## src/rtl/core/assert_macros.svh

```systemverilog
// Assertion helpers shared by the RTL.
// ARC_ASSERT checks a property at every clock edge outside reset.
// ARC_ASSERT_RST checks a property at every clock edge, reset included.
`ifndef ASSERT_MACROS_SVH
`define ASSERT_MACROS_SVH

`ifndef SYNTHESIS
`define ARC_ASSERT(lbl, prop) \
  lbl: assert property (@(posedge clk_i) disable iff (!rst_ni) prop) \
    else $error("assertion failed");
`define ARC_ASSERT_RST(lbl, prop) \
  lbl: assert property (@(posedge clk_i) prop) \
    else $error("assertion failed during reset");
`else
`define ARC_ASSERT(lbl, prop)
`define ARC_ASSERT_RST(lbl, prop)
`endif

`endif

```

## src/rtl/core/arc_pkg.sv

```systemverilog
`timescale 1ns / 1ps

package arc_pkg;

  // Table geometry
  localparam int unsigned ENTRIES = 16;
  localparam int unsigned IdxW    = (ENTRIES > 1) ? $clog2(ENTRIES) : 1;
  localparam logic [IdxW-1:0] LastIdx = IdxW'(ENTRIES - 1);

  // Field widths
  localparam int unsigned AddrW  = 32;
  localparam int unsigned MacW   = 48;
  localparam int unsigned TimeW  = 32;

  localparam logic [TimeW-1:0] TimeoutReset = TimeW'(60000);

  // Operation codes; code 3 is unused and ignored
  typedef enum logic [1:0] {
    FUNC_TICK   = 2'd0,
    FUNC_LOOKUP = 2'd1,
    FUNC_UPDATE = 2'd2
  } func_e;

  typedef struct packed {
    func_e            func;
    logic [AddrW-1:0] ip_addr;
    logic [MacW-1:0]  mac_in;
  } arc_in_t;

  typedef struct packed {
    logic            hit;
    logic [MacW-1:0] mac_out;
  } arc_out_t;

  typedef struct packed {
    logic [AddrW-1:0] addr;
    logic [MacW-1:0]  mac;
    logic [TimeW-1:0] stamp;
  } arc_entry_t;

endpackage

```

## src/rtl/core/address_resolution_cache_unit.sv

```systemverilog
`timescale 1ns / 1ps

// Address resolution cache: maps IPv4 addresses to MAC addresses in a table
// of arc_pkg::ENTRIES slots held in a RAM with a write port and a registered
// read port, each slot stamped with the tick count at its last write. One
// input beat is taken at a time. A tick, the unused code 3 or an update of
// address zero needs no scan; a lookup of address zero goes straight to the
// result stage. A lookup or update of any other address scans the RAM one
// slot per cycle until a slot ends the scan, and a lookup then loads its
// result beat into the output register. The scan rate is set by the one RAM
// read per cycle. A lookup result beat only goes out once the output register
// is free. Per-slot valid flops clear at reset, so no clearing pass is
// needed. The user must write the timeout register only while the block is
// idle, via cfg_we_i/cfg_data_i; the block does not enforce this. A slot is
// live when (now - stamp) mod 2^32 is below the timeout.

`include "assert_macros.svh"

module address_resolution_cache_unit (
  input  logic                              clk_i,
  input  logic                              rst_ni,
  // input channel
  input  logic                              in_valid_i,
  output logic                              in_ready_o,
  input  arc_pkg::arc_in_t                  in_data_i,
  // output channel
  output logic                              out_valid_o,
  input  logic                              out_ready_i,
  output arc_pkg::arc_out_t                 out_data_o,
  // timeout register
  input  logic                              cfg_we_i,
  input  logic [arc_pkg::TimeW-1:0]         cfg_data_i
);

  typedef enum logic [1:0] {
    ST_IDLE,
    ST_SCAN,
    ST_RESP
  } state_e;

  state_e                         state_q, state_d;
  logic [arc_pkg::IdxW-1:0]       chk_q, chk_d;
  logic [arc_pkg::TimeW-1:0]      now_q, now_d;
  logic [arc_pkg::TimeW-1:0]      timeout_q, timeout_d;
  logic                           out_valid_q, out_valid_d;
  arc_pkg::arc_out_t              out_data_q, out_data_d;
  arc_pkg::arc_in_t               req_q, req_d;
  arc_pkg::arc_out_t              res_q, res_d;

  // slot RAM and valid flops
  arc_pkg::arc_entry_t            mem_q [arc_pkg::ENTRIES];
  logic [arc_pkg::ENTRIES-1:0]    vld_q;
  arc_pkg::arc_entry_t            rd_data_q;
  logic                           rd_vld_q;
  logic [arc_pkg::IdxW-1:0]       rd_idx;
  logic                           wr_en;

  logic                           in_fire;
  logic                           is_last;
  logic [arc_pkg::TimeW-1:0]      age;
  logic                           addr_eq;
  logic                           live;
  logic                           slot_ok;

  assign in_ready_o  = (state_q == ST_IDLE);
  assign in_fire     = in_valid_i && in_ready_o;
  assign out_valid_o = out_valid_q;
  assign out_data_o  = out_data_q;

  // slot checks on the entry read in the previous cycle
  assign is_last = (chk_q == arc_pkg::LastIdx);
  assign age     = now_q - rd_data_q.stamp;
  assign addr_eq = rd_vld_q && (rd_data_q.addr == req_q.ip_addr);
  assign live    = addr_eq && (age < timeout_q);
  assign slot_ok = !rd_vld_q || addr_eq;

  // next-state logic
  always_comb begin
    state_d     = state_q;
    chk_d       = chk_q;
    now_d       = now_q;
    timeout_d   = timeout_q;
    out_valid_d = out_valid_q;
    out_data_d  = out_data_q;
    req_d       = req_q;
    res_d       = res_q;
    rd_idx      = '0;
    wr_en       = 1'b0;

    if (cfg_we_i) begin
      timeout_d = cfg_data_i;
    end
    if (out_ready_i) begin
      out_valid_d = 1'b0;
    end

    case (state_q)
      ST_IDLE: begin
        if (in_fire) begin
          req_d = in_data_i;
          chk_d = '0;
          case (in_data_i.func)
            arc_pkg::FUNC_TICK: begin
              now_d = now_q + arc_pkg::TimeW'(1);
            end
            arc_pkg::FUNC_LOOKUP: begin
              if (in_data_i.ip_addr == '0) begin
                res_d   = '0;
                state_d = ST_RESP;
              end else begin
                state_d = ST_SCAN;
              end
            end
            arc_pkg::FUNC_UPDATE: begin
              if (in_data_i.ip_addr != '0) begin
                state_d = ST_SCAN;
              end
            end
            default: ;
          endcase
        end
      end

      ST_SCAN: begin
        // prefetch the next slot while checking the current one
        rd_idx = is_last ? '0 : chk_q + arc_pkg::IdxW'(1);
        chk_d  = rd_idx;
        if (req_q.func == arc_pkg::FUNC_LOOKUP) begin
          if (live) begin
            res_d.hit     = 1'b1;
            res_d.mac_out = rd_data_q.mac;
            state_d       = ST_RESP;
          end else if (is_last) begin
            res_d   = '0;
            state_d = ST_RESP;
          end
        end else begin
          if (slot_ok) begin
            wr_en   = 1'b1;
            chk_d   = chk_q;
            state_d = ST_IDLE;
          end else if (is_last) begin
            state_d = ST_IDLE;
          end
        end
      end

      ST_RESP: begin
        if (!out_valid_q || out_ready_i) begin
          out_valid_d = 1'b1;
          out_data_d  = res_q;
          state_d     = ST_IDLE;
        end
      end

      default: state_d = ST_IDLE;
    endcase
  end

  // control state and output register
  always_ff @(posedge clk_i or negedge rst_ni) begin
    if (!rst_ni) begin
      state_q     <= ST_IDLE;
      chk_q       <= '0;
      now_q       <= '0;
      timeout_q   <= arc_pkg::TimeoutReset;
      out_valid_q <= 1'b0;
      out_data_q  <= '0;
    end else begin
      state_q     <= state_d;
      chk_q       <= chk_d;
      now_q       <= now_d;
      timeout_q   <= timeout_d;
      out_valid_q <= out_valid_d;
      out_data_q  <= out_data_d;
    end
  end

  // request and result holding registers
  always_ff @(posedge clk_i) begin
    req_q <= req_d;
    res_q <= res_d;
  end

  // slot RAM: one write, one registered read per cycle
  always_ff @(posedge clk_i) begin
    if (wr_en) begin
      mem_q[chk_q] <= '{addr: req_q.ip_addr, mac: req_q.mac_in, stamp: now_q};
    end
    rd_data_q <= mem_q[rd_idx];
  end

  // valid flops; an invalid slot reads as empty
  always_ff @(posedge clk_i or negedge rst_ni) begin
    if (!rst_ni) begin
      vld_q    <= '0;
      rd_vld_q <= 1'b0;
    end else begin
      if (wr_en) begin
        vld_q[chk_q] <= 1'b1;
      end
      rd_vld_q <= vld_q[rd_idx];
    end
  end

  // assertions
  `ARC_ASSERT(a_wr_only_update,
              wr_en |-> (state_q == ST_SCAN) && (req_q.func == arc_pkg::FUNC_UPDATE))
  `ARC_ASSERT(a_wr_nonzero_addr, wr_en |-> (req_q.ip_addr != '0))
  `ARC_ASSERT(a_resp_from_lookup,
              (state_q == ST_RESP) |-> (req_q.func == arc_pkg::FUNC_LOOKUP))
  `ARC_ASSERT(a_tick_advances,
              (in_fire && (in_data_i.func == arc_pkg::FUNC_TICK))
              |=> (now_q == $past(now_q) + arc_pkg::TimeW'(1)))
  `ARC_ASSERT_RST(a_reset_no_beat, !rst_ni |=> !out_valid_o)

endmodule
```

## config.mk

```make
export PLATFORM = sky130hd
export DESIGN_NAME = address_resolution_cache_unit
export DESIGN_NICKNAME = d
export VERILOG_FILES = /design/src/rtl/core/arc_pkg.sv /design/src/rtl/core/address_resolution_cache_unit.sv
export VERILOG_INCLUDE_DIRS = /design/src /design/src/rtl/core
export SDC_FILE = /design/constraint.sdc
export NUM_CORES = 2
export LEC_CHECK = 0
export ABC_AREA = 1
export BUFFER_PORTS_ARGS = -buffer_cell sky130_fd_sc_hd__buf_2
export CORE_MARGIN = 2
export CORE_UTILIZATION = 50
export CTS_CLUSTER_SIZE = 12
export DETAILED_ROUTE_END_ITERATION = 10
export PLACE_DENSITY = 0.73
export SETUP_SLACK_MARGIN = 0.05
export SLEW_MARGIN = 10
export SYNTH_ARGS = -nofsm -noshare
export SYNTH_HDL_FRONTEND = slang
export SYNTH_SLANG_ARGS = --single-unit
```

## constraint.sdc

```tcl
create_clock -name clk_i -period 19.4 [get_ports clk_i]
set_input_delay 2.91 -clock clk_i [delete_from_list [all_inputs] [get_ports clk_i]]
set_output_delay 2.91 -clock clk_i [all_outputs]
set_load 0.01 [all_outputs]
```

==> impl_metrics.ini <==
[clocking]
clock_sinks = 2172
htree_levels = 4
clk_pin_slew_ns = 0.06
numCtsBuffers = 210
ctsHoldBuffers = 0
cts_resized = 0
cts_setup_buffers = 0
cts_tree = yes
clkLatencyLatePin_ns = 0.87
cts-root-buf = clkbuf_16
clk_path_buf_depth = 3

[synthesis]
syn_avg_cell_area_um2 = 12.61
syn_area_um2 = 86810
synth_edf_count = 1923
ys_ff_latch = 2172
synthFlopType = edfxtp_1
ys_types = 48
synth_warnings = 0
ys_seq_area_share_pct = 73.06
synthCells = 6882
syn_nets = 7069
synth_async_sr_flop_share_pct = 6.308

[detailed_routing]
dr.pass1.iters = 6
drt_iter0_markers = 6966
drc = 0
wl_um = 215200
viasPerCell = 5.880
ant_nets = 0
wl_per_cell_um = 22.89
num_vias = 55280

[setup_path]
timing.rr.start = chk_q[0]$_DFFE_PN0P_
cp_max_fo = 205
cp_data_required_time_ns = 20.18
startpoint = chk_q[0]$_DFFE_PN0P_
crit_path_end_kind = flip-flop
r2r_cells = 12
worst_setup_path_start_kind = flip-flop
critPathArrivalTime_ns = 7.83
crit_type = flip-flop to flip-flop

[place]
dpl.hpwl_um = 106000
numPortBuffers = 169
placed_cells = 9010
gp_congestion = 0.8328

[global_routing]
grt_max_degree = 306
grt_pass1_wl_um = 322200
grt_overflow = 0
grt_pass1_vias = 53770
grt_util_all_layers_pct = 24.06
antenna_found_initial = 4

[hold_path]
worstHoldPathCells = 2
hold_path.class = flip-flop to flip-flop
hp-start = vld_q[9]$_DFFE_PN0P_

[final_layout]
layout.cells.non_filler = 9401
nets = 7099
drive_gt1_share_pct = 8.804
fin_util_pct = 55.79
areaGrowthSynthToFinish_pct = 10.62

[pwr]
pwr_density_cell_nw_per_um2 = 139.4
leakagePower_nw = 33.24
total_power_w = 0.01339
vdd_drop_max_mv = 0.1481

[timing]
fin_crit_ns = 7.047
fmax_ghz = 0.1419
drv_slew = 0
slew_headroom_pct = 13.85
rsz0062_at_grt = false
post-route-period-util_pct = 36.32
hold_viol_final = 0
fin_tns_setup_ns = 0
worst_pin_slew_ns = 1.292
setup_violations = 0
fin_skew_ns = 0.05881

[floorplanning]
start_util_pct = 50.44
core_um2 = 172100
die-area_um2 = 177000
std_cell_rows = 152
fp.dieH_um = 420.7
io_pins = 170
die_w_um = 420.7

[flow_run]
maxCapViolCount = 0

[run_status]
status = finished clean
[sequential cells by signal, indices dropped and copies added (netlist names)]
register     flops
chk_q            4
mem_q         1792
now_q           32
out_data_o      49
out_valid_o      1
rd_data_q      112
rd_vld_q         1
req_q           82
res_q           49
state_q          2
timeout_q       32
vld_q           16
[stage by stage]
stage	area, µm²	hold slack, ns	setup slack [ns]
6_report	96030	0.4567	12.35
5_1_grt	96020	0.4758	11.91
4_1_cts	96020	0.4571	12.50
3_5_place_dp	89600	0.4447	12.36
3_3_place_gp	89600	0.4388	12.46
2_1_floorplan	86810	0.4274	12.68
[cells in the mapped netlist, drive strengths merged, types with 6 or more instances]
cell type | count | area (µm²)
inv | 665 | 2496
o211ai | 115 | 863.3
dfxtp | 112 | 2242
nand2 | 243 | 922.1
edfxtp | 1923 | 57750
nor3 | 471 | 2362
o21ai | 1536 | 7687
xor2 | 33 | 289.0
dfstp | 7 | 183.9
a21oi | 512 | 2562
nor4 | 12 | 75.07
o21bai | 6 | 45.04
or2 | 13 | 81.33
ha | 67 | 838.3
nor2 | 317 | 1222
nand4 | 18 | 133.9
buf | 164 | 817.0
o22ai | 56 | 350.3
xnor2 | 46 | 402.9
nand3 | 86 | 440.4
dfrtp | 130 | 3253
mux2 | 50 | 563.0
clkbuf | 277 | 1042
[worst paths after layout]
path	endpoint	slack, ns
max reg2reg	rd_data_q[34]$_DFF_P_	12.35
min reg2reg	vld_q[9]$_DFFE_PN0P_	0.46
min in group asynchronous	timeout_q[22]$_DFFE_PN0P_	2.07
max	rd_data_q[34]$_DFF_P_	12.35
min	vld_q[9]$_DFFE_PN0P_	0.46
max in group asynchronous	now_q[17]$_DFFE_PN0P_	15.38
[critical path: stages (launching register included)]
cell and delay, ns:
dfrtp_4 0.99, inv_2 0.14, ha_1 0.33, nand2_1 0.13, inv_8 0.77, buf_4 0.98, buf_4 0.82, buf_4 0.93
buf_4 0.88, o21ai_0 0.23, o21ai_0 0.19, o21ai_0 0.09, o22ai_1 0.19
[cells by family after synthesis]
kind of cell             count (synthesis)  share of synthesized area (%)
AO/OA/AOI/OAI                         2244                          13.43
flip-flops                            2172                          73.06
AND/OR/NAND/NOR                       1162                          6.051
buffers and inverters                 1107                          5.023
XOR/XNOR                                79                         0.7971
adder cells (fa/ha/maj)                 68                         0.9888
multiplexers                            50                         0.6486
[final cells by class]
| cell class | count | area, µm² |
|---|---|---|
| timing repair buffer | 259 | 1565 |
| inverter | 666 | 2521 |
| tap | 2310 | 2890 |
| clock buffer | 359 | 6035 |
| multi-input combinational | 3603 | 19200 |
| clock inverter | 29 | 381.6 |
| fill | 13530 | 76090 |
| sequential | 2172 | 63430 |
| antenna | 3 | 7.507 |
[where the power goes]
group          switching (W)  total [W]  internal, W
registers           0.000348    0.00599      0.00564
clock network        0.00171    0.00383      0.00212
logic                0.00248    0.00358      0.00110
[metal layers]
layer	wire, µm	track usage [%]	part of all wire, %
met1	83270	31.38	39
met2	105600	40.34	49
met3	17980	3.533	8.4
met4	8278	10.25	3.8
met5	22	0	0.010
[cell usage in the layout (no fill, tap or decap), types with 11 or more instances in the layout]
cell       synthesis  layout
nor4_1            12      11
clkbuf_8           0      22
clkbuf_16          0     210
buf_2            125     168
nor2_4             4      21
nor2_1           312     295
a21oi_1          512     512
buf_4             10      87
clkbuf_1         275     127
inv_1            658     658
nor3_1           470     470
nand3_1           84      83
o22ai_1           56      56
nand2_1          241     241
o21ai_1          306     306
mux2_2            50      50
xnor2_1           46      46
nand4_1           16      16
ha_1              67      67
o21ai_0         1230    1230
o211ai_1         115     115
xor2_1            33      33
dfxtp_1          112     112
edfxtp_1        1923    1923
dfrtp_1          130     129
or2_2             13      13
Power figures use the tool's default switching activity.
